===== src/hdl/dq_pkg.sv =====
// ----------------------------------------------------------------------------
// dq_pkg
// Shared types and codes for the double-ended queue: action and status
// codes, the decoded command that travels from the front to the back part.
// ----------------------------------------------------------------------------
package dq_pkg;

  localparam int unsigned CAPACITY_DEF = 16;
  localparam int unsigned ACTION_W     = 3;
  localparam int unsigned WORD_W       = 32;
  localparam int unsigned STATUS_W     = 2;

  // Depth of the command queue between front and back
  localparam int unsigned CMD_DEPTH = 2;
  localparam int unsigned CMD_PTR_W = $clog2(CMD_DEPTH);
  localparam int unsigned CMD_CNT_W = $clog2(CMD_DEPTH + 1);

  localparam logic [ACTION_W-1:0] ACT_PUSH_FRONT = 3'd0;
  localparam logic [ACTION_W-1:0] ACT_PUSH_BACK  = 3'd1;
  localparam logic [ACTION_W-1:0] ACT_DROP_FRONT = 3'd2;
  localparam logic [ACTION_W-1:0] ACT_DROP_BACK  = 3'd3;
  localparam logic [ACTION_W-1:0] ACT_LIST       = 3'd4;

  typedef enum logic [STATUS_W-1:0] {
    ST_DONE   = 2'd0,
    ST_FULL   = 2'd1,
    ST_EMPTY  = 2'd2,
    ST_LISTED = 2'd3
  } status_e;

  typedef enum logic [2:0] {
    OP_PUSH_FRONT,
    OP_PUSH_BACK,
    OP_DROP_FRONT,
    OP_DROP_BACK,
    OP_LIST,
    OP_NOP
  } op_e;

  typedef struct packed {
    op_e                      op;
    logic signed [WORD_W-1:0] value;
  } cmd_t;

endpackage


===== src/hdl/dq_if.sv =====
// ----------------------------------------------------------------------------
// dq_in_if / dq_out_if
// Valid/ready channels of the double-ended queue: request beats in,
// result beats out.
// ----------------------------------------------------------------------------
interface dq_in_if;
  logic                                valid;
  logic                                ready;
  logic [dq_pkg::ACTION_W-1:0]         action;
  logic signed [dq_pkg::WORD_W-1:0]    value;

  modport source (output valid, output action, output value, input ready);
  modport sink   (input valid, input action, input value, output ready);
endinterface

interface dq_out_if;
  logic                                valid;
  logic                                ready;
  logic [dq_pkg::STATUS_W-1:0]         status;
  logic signed [dq_pkg::WORD_W-1:0]    entry;
  logic                                last;

  modport source (output valid, output status, output entry, output last, input ready);
  modport sink   (input valid, input status, input entry, input last, output ready);
endinterface


===== src/hdl/dq_front.sv =====
// ----------------------------------------------------------------------------
// dq_front
// Accept request beats, decode the action into a command and hold it in a
// register until the command queue takes it.
// ----------------------------------------------------------------------------
module dq_front (
  input  logic          clk_i,
  input  logic          rst_ni,
  dq_in_if.sink         in_i,
  output logic          cmd_valid_o,
  input  logic          cmd_ready_i,
  output dq_pkg::cmd_t  cmd_o
);
  import dq_pkg::*;

  logic valid_q, valid_d;
  cmd_t cmd_q, cmd_d;
  op_e  op_dec;
  logic take;

  always_comb begin
    unique case (in_i.action)
      ACT_PUSH_FRONT: op_dec = OP_PUSH_FRONT;
      ACT_PUSH_BACK:  op_dec = OP_PUSH_BACK;
      ACT_DROP_FRONT: op_dec = OP_DROP_FRONT;
      ACT_DROP_BACK:  op_dec = OP_DROP_BACK;
      ACT_LIST:       op_dec = OP_LIST;
      default:        op_dec = OP_NOP;
    endcase
  end

  assign in_i.ready = !valid_q || cmd_ready_i;
  assign take       = in_i.valid && in_i.ready;

  always_comb begin
    valid_d = valid_q;
    cmd_d   = cmd_q;
    if (cmd_ready_i) begin
      valid_d = 1'b0;
    end
    if (take) begin
      valid_d     = 1'b1;
      cmd_d.op    = op_dec;
      cmd_d.value = in_i.value;
    end
  end

  always_ff @(posedge clk_i or negedge rst_ni) begin
    if (!rst_ni) begin
      valid_q <= 1'b0;
    end else begin
      valid_q <= valid_d;
    end
  end

  always_ff @(posedge clk_i) begin
    cmd_q <= cmd_d;
  end

  assign cmd_valid_o = valid_q;
  assign cmd_o       = cmd_q;

endmodule


===== src/hdl/dq_cmd_fifo.sv =====
// ----------------------------------------------------------------------------
// dq_cmd_fifo
// Short command queue that decouples the front part from the back part.
// ----------------------------------------------------------------------------
module dq_cmd_fifo (
  input  logic          clk_i,
  input  logic          rst_ni,
  input  logic          wr_valid_i,
  output logic          wr_ready_o,
  input  dq_pkg::cmd_t  wr_cmd_i,
  output logic          rd_valid_o,
  input  logic          rd_ready_i,
  output dq_pkg::cmd_t  rd_cmd_o
);
  import dq_pkg::*;

  cmd_t                 slot_q [CMD_DEPTH];
  logic [CMD_PTR_W-1:0] wr_ptr_q, rd_ptr_q;
  logic [CMD_CNT_W-1:0] cnt_q;
  logic                 push, pop;

  assign wr_ready_o = cnt_q != CMD_CNT_W'(CMD_DEPTH);
  assign rd_valid_o = cnt_q != '0;
  assign rd_cmd_o   = slot_q[rd_ptr_q];
  assign push       = wr_valid_i && wr_ready_o;
  assign pop        = rd_valid_o && rd_ready_i;

  function automatic logic [CMD_PTR_W-1:0] ptr_inc(input logic [CMD_PTR_W-1:0] p);
    return (p == CMD_PTR_W'(CMD_DEPTH - 1)) ? '0 : p + CMD_PTR_W'(1);
  endfunction

  always_ff @(posedge clk_i or negedge rst_ni) begin
    if (!rst_ni) begin
      wr_ptr_q <= '0;
      rd_ptr_q <= '0;
      cnt_q    <= '0;
    end else begin
      if (push) begin
        wr_ptr_q <= ptr_inc(wr_ptr_q);
      end
      if (pop) begin
        rd_ptr_q <= ptr_inc(rd_ptr_q);
      end
      case ({push, pop})
        2'b10:   cnt_q <= cnt_q + CMD_CNT_W'(1);
        2'b01:   cnt_q <= cnt_q - CMD_CNT_W'(1);
        default: cnt_q <= cnt_q;
      endcase
    end
  end

  always_ff @(posedge clk_i) begin
    if (push) begin
      slot_q[wr_ptr_q] <= wr_cmd_i;
    end
  end

endmodule


===== src/hdl/dq_back.sv =====
// ----------------------------------------------------------------------------
// dq_back
// Carry out queue commands on the circular store and drive result beats
// through an output register. A list walks the store one entry a cycle while out_o is not stalled.
// ----------------------------------------------------------------------------
module dq_back #(
  parameter int unsigned CAPACITY = dq_pkg::CAPACITY_DEF
) (
  input  logic          clk_i,
  input  logic          rst_ni,
  input  logic          cmd_valid_i,
  output logic          cmd_ready_o,
  input  dq_pkg::cmd_t  cmd_i,
  dq_out_if.source      out_o
);
  import dq_pkg::*;

  localparam int unsigned IDX_W = $clog2(CAPACITY);
  localparam int unsigned CNT_W = $clog2(CAPACITY + 1);
  localparam int unsigned SUM_W = IDX_W + 1;

  localparam logic S_IDLE = 1'b0;
  localparam logic S_LIST = 1'b1;

  logic signed [WORD_W-1:0] mem [CAPACITY];
  logic signed [WORD_W-1:0] rd_data_q;

  logic             state_q, state_d;
  logic [IDX_W-1:0] front_q, front_d;
  logic [CNT_W-1:0] occ_q, occ_d;
  logic [CNT_W-1:0] rem_q, rem_d;
  logic [IDX_W-1:0] ptr_q, ptr_d;

  logic                     out_valid_q, out_valid_d;
  status_e                  out_status_q, out_status_d;
  logic signed [WORD_W-1:0] out_entry_q, out_entry_d;
  logic                     out_last_q, out_last_d;

  logic             wr_en, rd_en;
  logic [IDX_W-1:0] wr_addr, rd_addr;
  logic             out_free, full, empty;
  logic [IDX_W-1:0] front_inc, front_dec, back_addr;
  logic [SUM_W-1:0] back_sum;

  function automatic logic [IDX_W-1:0] wrap_inc(input logic [IDX_W-1:0] p);
    return (p == IDX_W'(CAPACITY - 1)) ? '0 : p + IDX_W'(1);
  endfunction

  assign full      = occ_q == CNT_W'(CAPACITY);
  assign empty     = occ_q == '0;
  assign out_free  = !out_valid_q || out_o.ready;
  assign front_inc = wrap_inc(front_q);
  assign front_dec = (front_q == '0) ? IDX_W'(CAPACITY - 1) : front_q - IDX_W'(1);
  assign back_sum  = SUM_W'(front_q) + SUM_W'(occ_q);
  assign back_addr = (back_sum >= SUM_W'(CAPACITY)) ? IDX_W'(back_sum - SUM_W'(CAPACITY))
                                                    : IDX_W'(back_sum);

  always_comb begin
    state_d      = state_q;
    front_d      = front_q;
    occ_d        = occ_q;
    rem_d        = rem_q;
    ptr_d        = ptr_q;
    out_valid_d  = out_valid_q && !out_o.ready;
    out_status_d = out_status_q;
    out_entry_d  = out_entry_q;
    out_last_d   = out_last_q;
    wr_en        = 1'b0;
    rd_en        = 1'b0;
    wr_addr      = back_addr;
    rd_addr      = ptr_q;
    cmd_ready_o  = 1'b0;

    unique case (state_q)
      S_IDLE: begin
        if (cmd_valid_i && out_free) begin
          cmd_ready_o  = 1'b1;
          out_valid_d  = 1'b1;
          out_status_d = ST_DONE;
          out_entry_d  = '0;
          out_last_d   = 1'b1;
          unique case (cmd_i.op)
            OP_PUSH_FRONT: begin
              if (full) begin
                out_status_d = ST_FULL;
              end else begin
                wr_en   = 1'b1;
                wr_addr = front_dec;
                front_d = front_dec;
                occ_d   = occ_q + CNT_W'(1);
              end
            end
            OP_PUSH_BACK: begin
              if (full) begin
                out_status_d = ST_FULL;
              end else begin
                wr_en   = 1'b1;
                wr_addr = back_addr;
                occ_d   = occ_q + CNT_W'(1);
              end
            end
            OP_DROP_FRONT: begin
              if (empty) begin
                out_status_d = ST_EMPTY;
              end else begin
                front_d = front_inc;
                occ_d   = occ_q - CNT_W'(1);
              end
            end
            OP_DROP_BACK: begin
              if (empty) begin
                out_status_d = ST_EMPTY;
              end else begin
                occ_d = occ_q - CNT_W'(1);
              end
            end
            OP_LIST: begin
              if (!empty) begin
                // no beat yet: fetch the front entry first
                out_valid_d = 1'b0;
                rd_en       = 1'b1;
                rd_addr     = front_q;
                ptr_d       = front_inc;
                rem_d       = occ_q;
                state_d     = S_LIST;
              end
            end
            default: begin
            end
          endcase
        end
      end
      S_LIST: begin
        if (out_free) begin
          out_valid_d  = 1'b1;
          out_status_d = ST_LISTED;
          out_entry_d  = rd_data_q;
          out_last_d   = rem_q == CNT_W'(1);
          if (rem_q == CNT_W'(1)) begin
            state_d = S_IDLE;
          end else begin
            rd_en   = 1'b1;
            rd_addr = ptr_q;
            ptr_d   = wrap_inc(ptr_q);
            rem_d   = rem_q - CNT_W'(1);
          end
        end
      end
      default: state_d = S_IDLE;
    endcase
  end

  always_ff @(posedge clk_i) begin
    if (wr_en) begin
      mem[wr_addr] <= cmd_i.value;
    end
    if (rd_en) begin
      rd_data_q <= mem[rd_addr];
    end
  end

  always_ff @(posedge clk_i or negedge rst_ni) begin
    if (!rst_ni) begin
      state_q     <= S_IDLE;
      front_q     <= '0;
      occ_q       <= '0;
      rem_q       <= '0;
      ptr_q       <= '0;
      out_valid_q <= 1'b0;
    end else begin
      state_q     <= state_d;
      front_q     <= front_d;
      occ_q       <= occ_d;
      rem_q       <= rem_d;
      ptr_q       <= ptr_d;
      out_valid_q <= out_valid_d;
    end
  end

  always_ff @(posedge clk_i) begin
    out_status_q <= out_status_d;
    out_entry_q  <= out_entry_d;
    out_last_q   <= out_last_d;
  end

  assign out_o.valid  = out_valid_q;
  assign out_o.status = out_status_q;
  assign out_o.entry  = out_entry_q;
  assign out_o.last   = out_last_q;

endmodule


===== src/hdl/double_ended_queue_top.sv =====
// ----------------------------------------------------------------------------
// double_ended_queue_top
// Bounded double-ended queue of signed 32-bit words in a circular store.
// ----------------------------------------------------------------------------
// Usage:
//   in_i  carries request beats: action (push front, push back, drop front,
//         drop back, list all) and the word to push.
//   out_o carries result beats: status, entry and last. Every request gives
//         one beat with last set, except a list of a non-empty queue, which
//         gives one beat per held entry, front to back, last on the final one.
// Path: a taken request beat passes the front register, the command queue and
//   the result register of the back part; a non-empty list shows its first
//   entry after the store read.
// Throughput: push, drop and empty list complete at one per cycle while out_o
//   is not stalled. A list holds the back part up to its last entry, set by the single read
//   port of the store; requests keep queuing up to the command queue depth.
// Reset: the queue is empty, the front index is zero, no beat is pending.
//   Store contents are not cleared; only written entries are ever read.
// Stall: a stalled out_o holds its beat, stops the back part, then the input.
// ----------------------------------------------------------------------------
module double_ended_queue_top #(
  parameter int unsigned CAPACITY = dq_pkg::CAPACITY_DEF
) (
  input  logic      clk_i,
  input  logic      rst_ni,
  dq_in_if.sink     in_i,
  dq_out_if.source  out_o
);
  import dq_pkg::*;

  // decoded command from the front register into the queue
  logic fr_valid, fr_ready;
  cmd_t fr_cmd;

  // command from the queue into the back part
  logic bk_valid, bk_ready;
  cmd_t bk_cmd;

  // Decode and register each request beat
  dq_front u_front (
    .clk_i       (clk_i),
    .rst_ni      (rst_ni),
    .in_i        (in_i),
    .cmd_valid_o (fr_valid),
    .cmd_ready_i (fr_ready),
    .cmd_o       (fr_cmd)
  );

  // Buffer commands so a long list does not stall the input at once
  dq_cmd_fifo u_fifo (
    .clk_i      (clk_i),
    .rst_ni     (rst_ni),
    .wr_valid_i (fr_valid),
    .wr_ready_o (fr_ready),
    .wr_cmd_i   (fr_cmd),
    .rd_valid_o (bk_valid),
    .rd_ready_i (bk_ready),
    .rd_cmd_o   (bk_cmd)
  );

  // Execute on the store and drive result beats
  dq_back #(
    .CAPACITY (CAPACITY)
  ) u_back (
    .clk_i       (clk_i),
    .rst_ni      (rst_ni),
    .cmd_valid_i (bk_valid),
    .cmd_ready_o (bk_ready),
    .cmd_i       (bk_cmd),
    .out_o       (out_o)
  );

endmodule


===== src/flat_wrapper.sv =====
// flat-port wrapper written by rule: the top's interface ports become plain ports
module double_ended_queue_top_flat import dq_pkg::*;
#(
  parameter int unsigned CAPACITY = dq_pkg::CAPACITY_DEF
)
  (clk_i, rst_ni, in_i_valid, in_i_action, in_i_value, in_i_ready, out_o_valid, out_o_status, out_o_entry, out_o_last, out_o_ready);
  dq_in_if in_i_i ();
  dq_out_if out_o_i ();
  input  logic clk_i;
  input  logic rst_ni;
  input wire logic [$bits(in_i_i.valid)-1:0] in_i_valid;
  input wire logic [$bits(in_i_i.action)-1:0] in_i_action;
  input wire logic [$bits(in_i_i.value)-1:0] in_i_value;
  output wire logic [$bits(in_i_i.ready)-1:0] in_i_ready;
  output wire logic [$bits(out_o_i.valid)-1:0] out_o_valid;
  output wire logic [$bits(out_o_i.status)-1:0] out_o_status;
  output wire logic [$bits(out_o_i.entry)-1:0] out_o_entry;
  output wire logic [$bits(out_o_i.last)-1:0] out_o_last;
  input wire logic [$bits(out_o_i.ready)-1:0] out_o_ready;
  assign in_i_i.valid = in_i_valid;
  assign in_i_i.action = in_i_action;
  assign in_i_i.value = in_i_value;
  assign in_i_ready = in_i_i.ready;
  assign out_o_valid = out_o_i.valid;
  assign out_o_status = out_o_i.status;
  assign out_o_entry = out_o_i.entry;
  assign out_o_last = out_o_i.last;
  assign out_o_i.ready = out_o_ready;
  double_ended_queue_top #(.CAPACITY(CAPACITY)) u_core (.clk_i(clk_i), .rst_ni(rst_ni), .in_i(in_i_i), .out_o(out_o_i));
endmodule

===== config.mk =====
export PLATFORM = sky130hd
export DESIGN_NAME = double_ended_queue_top_flat
export DESIGN_NICKNAME = d
export VERILOG_FILES = /design/src/hdl/dq_pkg.sv /design/src/hdl/dq_if.sv /design/src/hdl/dq_front.sv /design/src/hdl/dq_cmd_fifo.sv /design/src/hdl/dq_back.sv /design/src/hdl/double_ended_queue_top.sv /design/src/flat_wrapper.sv
export SDC_FILE = /design/constraint.sdc
export NUM_CORES = 1
export LEC_CHECK = 0
export BUFFER_PORTS_ARGS = -buffer_cell sky130_fd_sc_hd__buf_2
export CORE_MARGIN = 3
export CORE_UTILIZATION = 35
export DETAILED_ROUTE_END_ITERATION = 10
export HOLD_SLACK_MARGIN = 0.1
export PLACE_DENSITY_LB_ADDON = 0.12
export REMOVE_ABC_BUFFERS = 1
export SETUP_SLACK_MARGIN = 0.4
export SLEW_MARGIN = 20
export SYNTH_ARGS = -nofsm -noshare
export SYNTH_HDL_FRONTEND = slang
export SYNTH_HIERARCHICAL = 1
export SYNTH_SLANG_ARGS = --single-unit

===== constraint.sdc =====
create_clock -name clk_i -period 5.37 [get_ports clk_i]
set_input_delay 1.611 -clock clk_i [delete_from_list [all_inputs] [get_ports clk_i]]
set_output_delay 1.611 -clock clk_i [all_outputs]
set_load 0.02 [all_outputs]

== After elaboration in Yosys (flattened, before gate mapping) ==
Memory sizes are Yosys's and may differ from the RTL's. A register that Yosys moved wholly into a read port is not among the register bits.
Cells that the tools add are included.

* Bits in registers: 95
* RAM bits: 582
* Output and inout bits: 37
* Memories: 2
* Bits of input ports: 39
* Logic and storage cells: 150

{| class="wikitable"
|+ Memories
! memory !! words !! bits a word !! rd ports !! clocked after memory_dff !! wr ports !! RTL line !! RTL
|-
| u_core.u_back.mem || 16 || 32 || 1 || 1 || 1 || dq_back.sv:25 || <nowiki>logic signed [WORD_W-1:0] mem [CAPACITY];</nowiki>
|-
| u_core.u_fifo.slot_q || 2 || 35 || 1 || 0 || 1 || dq_cmd_fifo.sv:17 || <nowiki>cmd_t slot_q [CMD_DEPTH];</nowiki>
|}

* Reductions and logical operators: 25
* $add $sub $neg: 12
* $lt $le $gt $ge: 1
* Bitwise gates (word level): 1
* Multiplexer cells: 70
* Equal/unequal tests: 24

{| class="wikitable"
|+ Operators by type and width
! operator !! number
|-
| $mux 4 || 17
|-
| $mux 32 || 2
|-
| $pmux 32 s2 || 1
|-
| $mux 5 || 7
|-
| $mux 1 || 27
|-
| $pmux 4 s2 || 3
|-
| $pmux 5 s2 || 2
|-
| $ne 2x2->1 const B || 8
|-
| $pmux 3 s5 || 1
|-
| $reduce_and 5->1 || 3
|-
| $eq 3x2->1 const B || 4
|-
| $pmux 2 s2 || 3
|-
| $reduce_bool 2->1 || 5
|-
| $sub 5x1->5 const B || 2
|-
| $add 4x1->4 const B || 2
|-
| $eq 4x4->1 const B || 2
|-
| $pmux 1 s2 || 4
|-
| $sub 4x1->4 const B || 2
|-
| $eq 3x1->1 const B || 2
|-
| $eq 3x3->1 const B || 2
|-
| $logic_not 3->1 || 2
|-
| $mux 2 || 3
|-
| $add 4x5->5 || 1
|-
| $add 5x1->5 const B || 1
|-
| 17 further kinds || 27
|}

== Logic depth before layout (Yosys ltp) ==
Gate-level depths: netlist (run 1).

* Word-level depth: 8
* Mapped depth: 14
* Gate-level depth less buffers: 11

== By module ==
Netlist (run 1), hierarchy kept.

{| class="wikitable"
|+ By module, submodules not included
! module !! area an instance (sq um) !! times used !! cells each !! seq. area each (sq um)
|-
| dq_back || 24472.2 || 1 || 1667 || 17887.2
|-
| dq_cmd_fifo || 2740.1 || 1 || 126 || 2202.1
|-
| dq_front || 1122.3 || 1 || 42 || 1076.0
|}

== Worst setup path after synthesis (run 1) ==
No wires, ideal clock.

* Path type: in2reg
* Start: input port out_o_ready
* End: memory u_core.u_back.mem[10][0] (enable)
* Setup slack: 0.347 ns
* Data arrival time: 4.602 ns
* Stages on the path: 7
* Path buffers: 0
* Setup time: 0.421 ns
* Required time: 4.949 ns
* Cells stage by stage: nand2b_1 -> nand2_1 -> a2111oi_0 -> and2b_1 -> mux2i_1 -> nand2_1 -> nor2_1

* Word-level cells in the longest chain between the ends: 6
* Elaborated cells between the ends (all ways): 8
* Those cells by class: 6 x mux; 2 x reduce/logical

{| class="wikitable"
|+ RTL lines
! what !! RTL line !! RTL
|-
| start: declaration || flat_wrapper.sv:19 || <nowiki>input wire logic [$bits(out_o_i.ready)-1:0] out_o_ready;</nowiki>
|-
| $logic_or 1x1->1 (*) || dq_back.sv:51 || <nowiki>assign out_free = !out_valid_q || out_o.ready;</nowiki>
|-
| $logic_and 1x1->1 (*) || dq_back.sv:76 || <nowiki>if (cmd_valid_i && out_free) begin</nowiki>
|-
| $mux 1 || dq_back.sv:76 ||
|-
| $mux 1 || dq_back.sv:74 || <nowiki>unique case (state_q)</nowiki>
|-
| $mux 1 || dq_back.sv:154 || <nowiki>if (wr_en) begin</nowiki>
|-
| $mux 1 (not written as such) || dq_back.sv:155 || <nowiki>mem[wr_addr] <= cmd_i.value;</nowiki>
|-
| end: declaration || dq_back.sv:25 ||
|}

Mark *: on every way between the ends. The rest lies on a longest branch, timed or not.

== Final worst setup path (run 1) ==
* Start: input port out_o_ready
* End: register u_core.u_back.rd_data_q[2] (read register of u_core.u_back.mem), data pin

* Word-level cells in the longest chain between the ends: 4
* Elaborated cells between the ends (all ways): 7
* Those cells by class: 5 x mux; 2 x reduce/logical

{| class="wikitable"
|+ RTL lines
! what !! RTL line !! RTL
|-
| $logic_or 1x1->1 (*) || dq_back.sv:51 ||
|-
| $logic_and 1x1->1 || dq_back.sv:76 ||
|-
| $mux 4 or $mux 1 (tied branches) || dq_back.sv:76 ||
|-
| $pmux 4 s2 or $pmux 1 s2 (tied branches) || dq_back.sv:74 ||
|-
| end: declaration || dq_back.sv:26 || <nowiki>logic signed [WORD_W-1:0] rd_data_q;</nowiki>
|}

Marked as above.
A chain may end at the register's enable or synchronous reset.

==> reports/results.ini, run 1 <==
[critical_path]
worstPathArrival_ns = 4.46
crit_type = primary input to flip-flop
path_common_cell = nand2_1
crit_path_top_delay_cell = mux2i_4
end_kind = flip-flop
max_stage_delay_ns = 0.71
path_max_fanout = 12
worstPathRequired_ns = 5.70
path_cells = buf_2 > nand2b_1 > nand2_1 > clkinv_1 > nand2_1 > mux2i_4 > buf_4 > and3_1 > o41ai_2
startpoint_type = primary input

[clock_network]
ctsHtreeMaxLevel = 3
cts_resized = 0
postCtsHoldBufs = 0
cts_tree = built
cts_setup_buffers = 0
numClockSinks = 709
clk_latency_ns = 0.60
cts_buffers = 80
cts-root-buf = clkbuf_16
clock_path_buffers = 3
path_clk_slew_ns = 0.05

[placed_design]
dp_hpwl_mm = 44.1
placed_cells = 2901
placed_cell_area_mm2 = 0.0303
place_ws_ns = 0.663
numPortBuffers = 75
place_congestion = 0.804

[route]
drtPass1Iterations = 5
ant_nets = 0
drc_errors = 0
drt_wl_total_mm = 77.9
drt_iter0_markers = 1261
vias_per_cell = 5.39
wire_per_inst_um = 25.6
vias = 16400

[layout]
design.final.nets = 1986
n_antenna_cell = 0
final_cell_area_mm2 = 0.0328
area_growth_pct = 15.8
drive_gt1_share_pct = 19.5
final_cell_mix = edfxtp_1, nand2_1, and3_1
fin_util_pct = 41.2
fin_cells = 3043
final_common_cell = edfxtp_1

[synthesis]
ys_ff_latch = 709
synth_flop_cell = edfxtp_1
syn_area_per_cell_um2 = 15.4
synth-edff-count = 684
netlist_area_mm2 = 0.0283
yosysWarnings = 6
netlist_instances = 1835
synthArstFlopShare_pct = 3.53
ys_seq_area_share_pct = 74.7
synth.distinct_cells = 70

[die]
ios = 76
die_area_mm2 = 0.0844
core_area_mm2 = 0.0796
start_util_pct = 35.6
chipHeight_um = 291
row_count = 103
die_w_um = 291

[grt]
antenna_found_initial = 1
grt_pass1_vias = 16800
grt.total_usage_pct = 18.3
grt_max_degree = 88
grt_overflow = 0
grt_pass1_wl_mm = 115

[power_and_ir_drop]
p_leak_uw = 0.0112
powerDensity_mw_per_mm2 = 613
finalPower_uw = 20100
ir_worst_vdd_v = 0.000397

[timing]
rsz0062_at_grt = no
max_freq_mhz = 242
fin_crit_sh_pct = 77.1
finalHoldViolCount = 0
relSlewSlack_pct = 33.8
setup_slack_ns = 1.23
fin_crit_ns = 4.14
setup_viol = 0
final_max_slew_viol_count = 0
finClkSkew_ns = 0.0105
tightestPinTransition_ns = 0.992

[run_status]
status = completed

[flow_run]
maxCapViolCount = 0

[worst_hold_path]
hold_class = flip-flop to flip-flop

## power breakdown
group          internal [uW]  switching [uW]  total (uW)  leakage, uW
clock network           3120            2130        5260      0.00124
logic                   2210            4610        6820      0.00340
registers               7610             414        8020      0.00654
## layer usage
metal	vias up	share of wire (%)	global-route usage, %
met5	-	0	0
met4	0	2.7	6.02
met3	109	4.2	2.74
met2	401	49	30.8
met1	8531	44	24.4
li1	7368	-	-
## per-stage QoR
stage / hold WS (ns) / setup TNS (ns)
final: 0.444 / 0
after global routing: 0.450 / 0
after CTS: 0.443 / 0
after detailed placement: 0.432 / 0
after global placement: 0.424 / 0
after floorplan: 0.421 / -108.28
## kinds of logic (layout without fill, tap and decap cells)
family	Yosys count	count (layout)	synth area share (%)
mux	67	67	2.55
xor+xnor	18	18	0.556
compound gates	374	374	10.0
fa+ha+maj	14	14	0.671
flops	709	709	74.7
buf+inv	142	300	2.50
simple gates	511	511	9.03
## critical path, delay by kind of cell
kind | cells | cell delay, ns
AND/OR/NAND/NOR | 4 | 1.11
buffers and inverters | 3 | 0.92
multiplexers | 1 | 0.71
AO/OA/AOI/OAI | 1 | 0.08
## final cells by class
| type | instances | area (um2) |
|---|---|---|
| clock inverters | 41 | 365 |
| multi-input cells | 984 | 6690 |
| flip-flops and latches | 709 | 21200 |
| well taps | 1050 | 1310 |
| inverters | 11 | 41.3 |
| clock buffers | 101 | 2150 |
| repair buffers | 147 | 1080 |
| fillers | 7305 | 46800 |
## registers in the layout, indices dropped and copies added, names as in the netlist, 2 cells and up
name and count:
u_core/u_back/rd_data_q 32, u_core/u_back/front_q 4, u_core/u_back/out_o.entry 32, u_core/u_back/occ_q 5
u_core/u_back/out_o.status 2, u_core/u_fifo/cnt_q 2, u_core/u_back/ptr_q 4, u_core/u_fifo/slot_q 70
u_core/u_front/cmd_o 35, u_core/u_back/rem_q 5, u_core/u_back/mem 512
## synthesized netlist by cell type, drive strengths merged (7+ instances only)
cell type  number  area share, %
xnor2          10           0.31
a32o           18           0.64
a32oi           8           0.25
nand2         183            2.4
dfrtp          25            2.2
a211o           7           0.22
o41ai          19            1.1
nor2           35           0.47
buf            66            1.5
a31o           30           0.93
mux2i          29            1.0
o32a           19           0.67
a211oi         85            2.3
a31oi          18           0.42
nand2b          8           0.20
and2           36           0.81
a21oi          43           0.76
nand3         112            2.0
and3          114            2.5
a221o           9           0.32
mux2           38            1.5
edfxtp        684             72
clkbuf         65           0.86
o21ai          93            1.7
inv            10           0.13
ha             12           0.53
xor2            8           0.25
## worst paths after layout
| kind | from | to | slack, ns | depth (start not counted) |
|---|---|---|---|---|
| worst max-delay path | out_o_ready | u_core/u_back/rd_data_q[2] | 1.23 | 9 |
| worst min-delay path | u_core/u_front/cmd_o[24] | u_core/u_fifo/slot_q[0][24] | 0.44 | 0 |
| worst max register to register | u_core/u_fifo/rd_ptr_q | u_core/u_back/rd_data_q[14] | 1.27 | 9 |
| worst min register to register | u_core/u_front/cmd_o[24] | u_core/u_fifo/slot_q[0][24] | 0.44 | 0 |
| max in group asynchronous | rst_ni | u_core/u_fifo/rd_ptr_q | 3.92 | 1 |
| min in group asynchronous | rst_ni | u_core/u_front/cmd_valid_o | 1.02 | 1 |
Note: power is estimated with default switching activity, not from simulation.
==> inputs of run 2 (changes only) <==
Clock period 5.37 ns to 3.4 ns, I/O delays scaled along.
==> reports/results.ini, run 2 (synthesis gave the netlist of run 1 again) <==
[route]
drt_iter0_markers = 1300
wire_per_inst_um = 24.5
drc_errors = 0
vias = 16700
ant_nets = 0
drtPass1Iterations = 4
drt_wl_total_mm = 77.1
vias_per_cell = 5.32

[clock_network]
cts_tree = built
path_clk_slew_ns = 0.05
ctsHtreeMaxLevel = 3
cts-root-buf = clkbuf_16
postCtsHoldBufs = 0
clock_path_buffers = 3
cts_buffers = 82
numClockSinks = 709
clk_latency_ns = 0.62

[critical_path]
startpoint_type = flip-flop
path_cells = mux2_4 > nor2_4 > o211a_4 > nand3_4 > buf_4 > buf_12 > and3_1 > a211oi_1 > o32a_1 > o41ai_2
max_stage_delay_ns = 0.45
reg2reg_slack_ns = 0.45
end_kind = flip-flop
path_max_fanout = 38
crit_path_top_delay_cell = dfrtp_2
crit_type = flip-flop to flip-flop
worstPathRequired_ns = 3.76
worstPathArrival_ns = 3.30

[placed_design]
numPortBuffers = 75
placed_cells = 2964
placed_cell_area_mm2 = 0.0312
place_congestion = 0.765
dp_hpwl_mm = 45.6

[grt]
grt_max_degree = 69
grt_pass1_wl_mm = 114
grt.total_usage_pct = 17.9
grt_overflow = 0
grt_pass1_vias = 17100
antenna_found_initial = 1

[layout]
drive_gt1_share_pct = 23.6
area_growth_pct = 20.9
largest_register = u_core/u_back/mem
final_cell_mix = edfxtp_1, nand2_1, and3_1
n_antenna_cell = 0
fin_cells = 3139
design.final.nets = 2076
largest_register_ffs = 512
final_cell_area_mm2 = 0.0343
nFillCells = 7201
final_common_cell = edfxtp_1
fin_util_pct = 43.0

[timing]
rsz0062_at_grt = yes
relSlewSlack_pct = 50.7
max_freq_mhz = 339
fin_crit_ns = 2.95
fin_crit_sh_pct = 86.7
timing.hold.ws_ns = 0.422
tightestPinTransition_ns = 0.740
finClkSkew_ns = 0.0170
finalHoldViolCount = 0
setup_viol = 0
final_max_slew_viol_count = 0

[power_and_ir_drop]
p_leak_uw = 0.0118
internal_power_uw = 21600
ir_worst_vdd_v = 0.000466
p_seq_share_pct = 37.6
power_switching_uw = 11700
swShare_pct = 35.1
powerDensity_mw_per_mm2 = 971
power_frac_comb_pct = 37.0
clkPwrFrac_pct = 25.4

[die]
chipHeight_um = 291
die_area_mm2 = 0.0844
core_area_mm2 = 0.0796
die_w_um = 291
row_count = 103
start_util_pct = 35.6
ios = 76

[flow_run]
maxCapViolCount = 0

[run_status]
status = completed

[worst_hold_path]
hold_class = primary input to asynchronous set/reset pin

-- run 2: cell types whose count changed in the layout (fill, tap and decap cells not counted), moves of 3 or more --
cell,previous run,this run
clkbuf_16,83,89
mux2_2,37,34
clkinv_2,16,11
clkbuf_1,17,23
buf_6,0,12
buf_12,13,49
buf_4,59,94
clkinv_1,15,19
mux2_4,1,4
a211oi_1,85,80
a211oi_2,0,5
-- run 2: routing by layer --
layer  global-route usage [%]  vias to the layer above  wire [um]
met4                     4.73                        2       1360
met3                     2.93                       95       3470
met1                     25.7                     8660      36200
met5                        0                        -         10
li1                         -                     7567          -
met2                     28.2                      372      36000
-- run 2: power groups by stage --
stage          logic, uW  registers [uW]  clock network [uW]
2_1_floorplan       6280           12900                   0
3_3_place_gp       11800           12700                   0
3_5_place_dp       11800           12700                   0
4_1_cts            12200           12500                8690
5_1_grt            13300           12600                9080
6_report           12300           12500                8450
-- run 2: area by class of cell --
| class | instances | area, um2 | share of cell area [%] |
|---|---|---|---|
| flip-flops and latches | 709 | 21200 | 61.8 |
| repair buffers | 235 | 2330 | 6.81 |
| inverters | 11 | 45.0 | 0.131 |
| clock buffers | 109 | 2240 | 6.53 |
| multi-input cells | 984 | 6810 | 19.9 |
| well taps | 1050 | 1310 | 3.83 |
| clock inverters | 41 | 363 | 1.06 |
-- run 2: path summary, 6_finish.rpt --
path	cells after the start	end	start
worst min register to register	0	u_core/u_fifo/slot_q[1][25]	u_core/u_front/cmd_o[25]
min in group clk_i	0	u_core/u_fifo/slot_q[1][25]	u_core/u_front/cmd_o[25]
worst max register to register	10	u_core/u_back/rd_data_q[3]	u_core/u_fifo/rd_ptr_q
max in group asynchronous	1	u_core/u_back/front_q[1]	rst_ni
worst max-delay path	10	u_core/u_back/rd_data_q[3]	u_core/u_fifo/rd_ptr_q
worst min-delay path	1	u_core/u_back/out_o.valid	rst_ni
-- run 2: worst max-delay path, delay by kind of cell (launching register included) --
kind	cells	cell delay, ns
AO/OA/AOI/OAI	4	0.94
buffers and inverters	2	0.34
flip-flops	1	0.45
multiplexers	1	0.38
AND/OR/NAND/NOR	3	0.54
-- run 2: metrics by stage --
stage	setup TNS, ns	total power, uW	worst slack [ns]
floorplan	-804.59	19200	-5.47
global placement	-68.48	24500	-0.196
detailed placement	-57.81	24600	-0.170
CTS	0	33400	0.324
global route	0	35100	0.346
finish	0	33300	0.452
-- run 2: what timing repair did --
item                       CTS  global route
setup buffers                7            14
cloned                       1             3
pin swaps                    5             8
gates resized for setup     18            31
setup endpoints to repair  536           543
==> inputs of run 3 (changes only) <==
Settings changed: ABC_AREA from default to 1.
==> reports/results.ini, run 3 <==
[placed_design]
placed_cell_area_mm2 = 0.0331
dp_hpwl_mm = 49.7
place_congestion = 0.783
numPortBuffers = 75

[grt]
grt_pass1_vias = 19800
grt.total_usage_pct = 18.8
grt_pass1_wl_mm = 126
grt_overflow = 0
grt_max_degree = 78
antenna_found_initial = 2

[timing]
finalHoldViolCount = 0
finClkSkew_ns = 0.0146
fin_crit_sh_pct = 84.3
relSlewSlack_pct = 43.7
max_freq_mhz = 349
fin_crit_ns = 2.87
rsz0062_at_grt = no
setup_viol = 0
final_max_slew_viol_count = 0
tightestPinTransition_ns = 0.843

[power_and_ir_drop]
p_seq_share_pct = 37.2
clkPwrFrac_pct = 24.1
finalPower_uw = 34500
powerDensity_mw_per_mm2 = 969
power_frac_comb_pct = 38.7
ir_worst_vdd_v = 0.000592
p_leak_uw = 0.0146
swShare_pct = 39.0
internal_power_uw = 21000
power_switching_uw = 13500

[clock_network]
ctsHtreeMaxLevel = 3
numClockSinks = 709
cts_tree = built
clock_path_buffers = 3
cts_buffers = 81
path_clk_slew_ns = 0.06
cts-root-buf = clkbuf_16
clk_latency_ns = 0.62

[critical_path]
end_kind = flip-flop
path_max_fanout = 30
startpoint_type = flip-flop
crit_type = flip-flop to flip-flop
worstPathRequired_ns = 3.77
reg2reg_slack_ns = 0.53
worstPathArrival_ns = 3.24

[route]
vias_per_cell = 4.85
drc_errors = 0
drtPass1Iterations = 5
vias = 19500
drt_iter0_markers = 1356
ant_nets = 0
wire_per_inst_um = 21.1
drt_wl_total_mm = 84.6

[synthesis]
syn_area_per_cell_um2 = 11.3
synth-edff-count = 684
netlist_instances = 2670
synth.most_common_cell = edfxtp_1
synth.distinct_cells = 36
synth_flop_cell = edfxtp_1
yosysWarnings = 6
synth_commonest_cells = edfxtp_1, nand2_1, nand3_1, inv_1, nand3b_1
synth_top_cell_by_area = edfxtp_1
synth_top_area_share_pct = 68.1
synthArstFlopShare_pct = 3.53
ys_ff_latch = 709
yosys-top-cells-area = edfxtp_1, nand3_1, nand2_1
ys_seq_area_share_pct = 70.2
netlist_area_mm2 = 0.0302

[layout]
largest_register_ffs = 512
drive_gt1_share_pct = 12.4
area_growth_pct = 18.1
final_common_cell = edfxtp_1
nFillCells = 8083
final_cell_area_mm2 = 0.0356
final_cell_mix = edfxtp_1, nand2_1, nand3_1
n_antenna_cell = 0
design.final.nets = 2862
largest_register = u_core/u_back/mem

[flow_run]
maxCapViolCount = 0

[die]
ios = 76
start_util_pct = 35.4
die_w_um = 300
die_area_mm2 = 0.0897
row_count = 107
chipHeight_um = 300
core_area_mm2 = 0.0853

[run_status]
status = completed

[worst_hold_path]
hold_class = primary input to asynchronous set/reset pin

-- run 3: cell count changes after synthesis, sizes merged, moves of 85 or more --
cell,delta
and3,-114
nand3b,+98
inv,+483
nand2,+401
a211oi,-85
nand3,+420
-- run 3: what timing repair did --
| action | CTS | global route |
|---|---|---|
| buffers inserted | 1 | 0 |
| endpoints found under the setup margin | 21 | 117 |
| gates resized for setup | 1 | 2 |
| cloned | 0 | 1 |
| pin swaps | 1 | 0 |
| hold buffers | 0 | 0 |
-- run 3: final timing paths --
check                                        start                     endpoint  cells after the start
min                                         rst_ni   u_core/u_front/cmd_valid_o                      1
max in group asynchronous                   rst_ni       u_core/u_fifo/rd_ptr_q                      1
min reg2reg                u_core/u_front/cmd_o[7]   u_core/u_fifo/slot_q[1][7]                      0
min in group clk_i         u_core/u_front/cmd_o[7]   u_core/u_fifo/slot_q[1][7]                      0
max reg2reg                 u_core/u_fifo/rd_ptr_q  u_core/u_back/rd_data_q[14]                     14
max                         u_core/u_fifo/rd_ptr_q  u_core/u_back/rd_data_q[14]                     14
-- run 3: area by class of cell --
cell class | count | area [um2] | area share, %
flip-flops and latches | 709 | 21200 | 59.4
multi-input cells | 1335 | 6710 | 18.8
clock buffers | 97 | 2110 | 5.92
repair buffers | 189 | 1930 | 5.43
inverters | 493 | 1860 | 5.22
well taps | 1144 | 1430 | 4.02
clock inverters | 49 | 399 | 1.12
-- run 3: power by group through the flow --
| stage | combinational (uW) | clock, uW | sequential (uW) |
|---|---|---|---|
| floorplan | 6910 | 0 | 13200 |
| global placement | 13400 | 0 | 13000 |
| detailed placement | 13500 | 0 | 13000 |
| CTS | 13500 | 8590 | 12900 |
| global route | 14700 | 8950 | 12900 |
| finish | 13400 | 8310 | 12800 |
-- run 3: layer usage --
| metal | track usage, % | wire length [um] | vias to the layer above |
|---|---|---|---|
| met4 | 4.83 | 1610 | 0 |
| met2 | 32.0 | 41200 | 446 |
| li1 | - | - | 9187 |
| met1 | 25.6 | 37900 | 9736 |
| met3 | 2.35 | 3880 | 105 |
| met5 | 0 | 0 | - |
-- run 3: worst max-delay path, cell delays in order, from the launching register on --
cell,delay (ns)
dfrtp_2,0.48
inv_8,0.15
nand2_2,0.05
nand2_1,0.11
inv_2,0.08
nor3_4,0.25
buf_4,0.19
nand4_4,0.16
nand2_8,0.22
buf_4,0.37
nand2_1,0.09
nand3_1,0.08
nand3_1,0.11
nand3_1,0.18
nand2_1,0.07
-- run 3: logic make-up after synthesis --
group | synth area share [%]
adder cells (fa/ha/maj) | 0.631
XOR/XNOR | 0.407
AO/OA/AOI/OAI | 0.909
AND/OR/NAND/NOR | 19.5
buffers and inverters | 8.35
flip-flops | 70.2
-- run 3: metrics by stage --
step | util [%] | cells | TNS, ns | hold WS [ns] | setup WS [ns]
4_1_cts | 41.7 | 4015 | 0 | 0.418 | 0.510
2_1_floorplan | - | 2537 | -488.34 | 0.421 | -3.41
3_5_place_dp | 38.8 | 3868 | -0.525 | 0.430 | -0.0331
6_report | 41.8 | 4016 | 0 | 0.439 | 0.533
3_3_place_gp | 38.8 | 3868 | 0 | 0.423 | 0.00688
5_1_grt | 41.8 | 4016 | 0 | 0.448 | 0.416
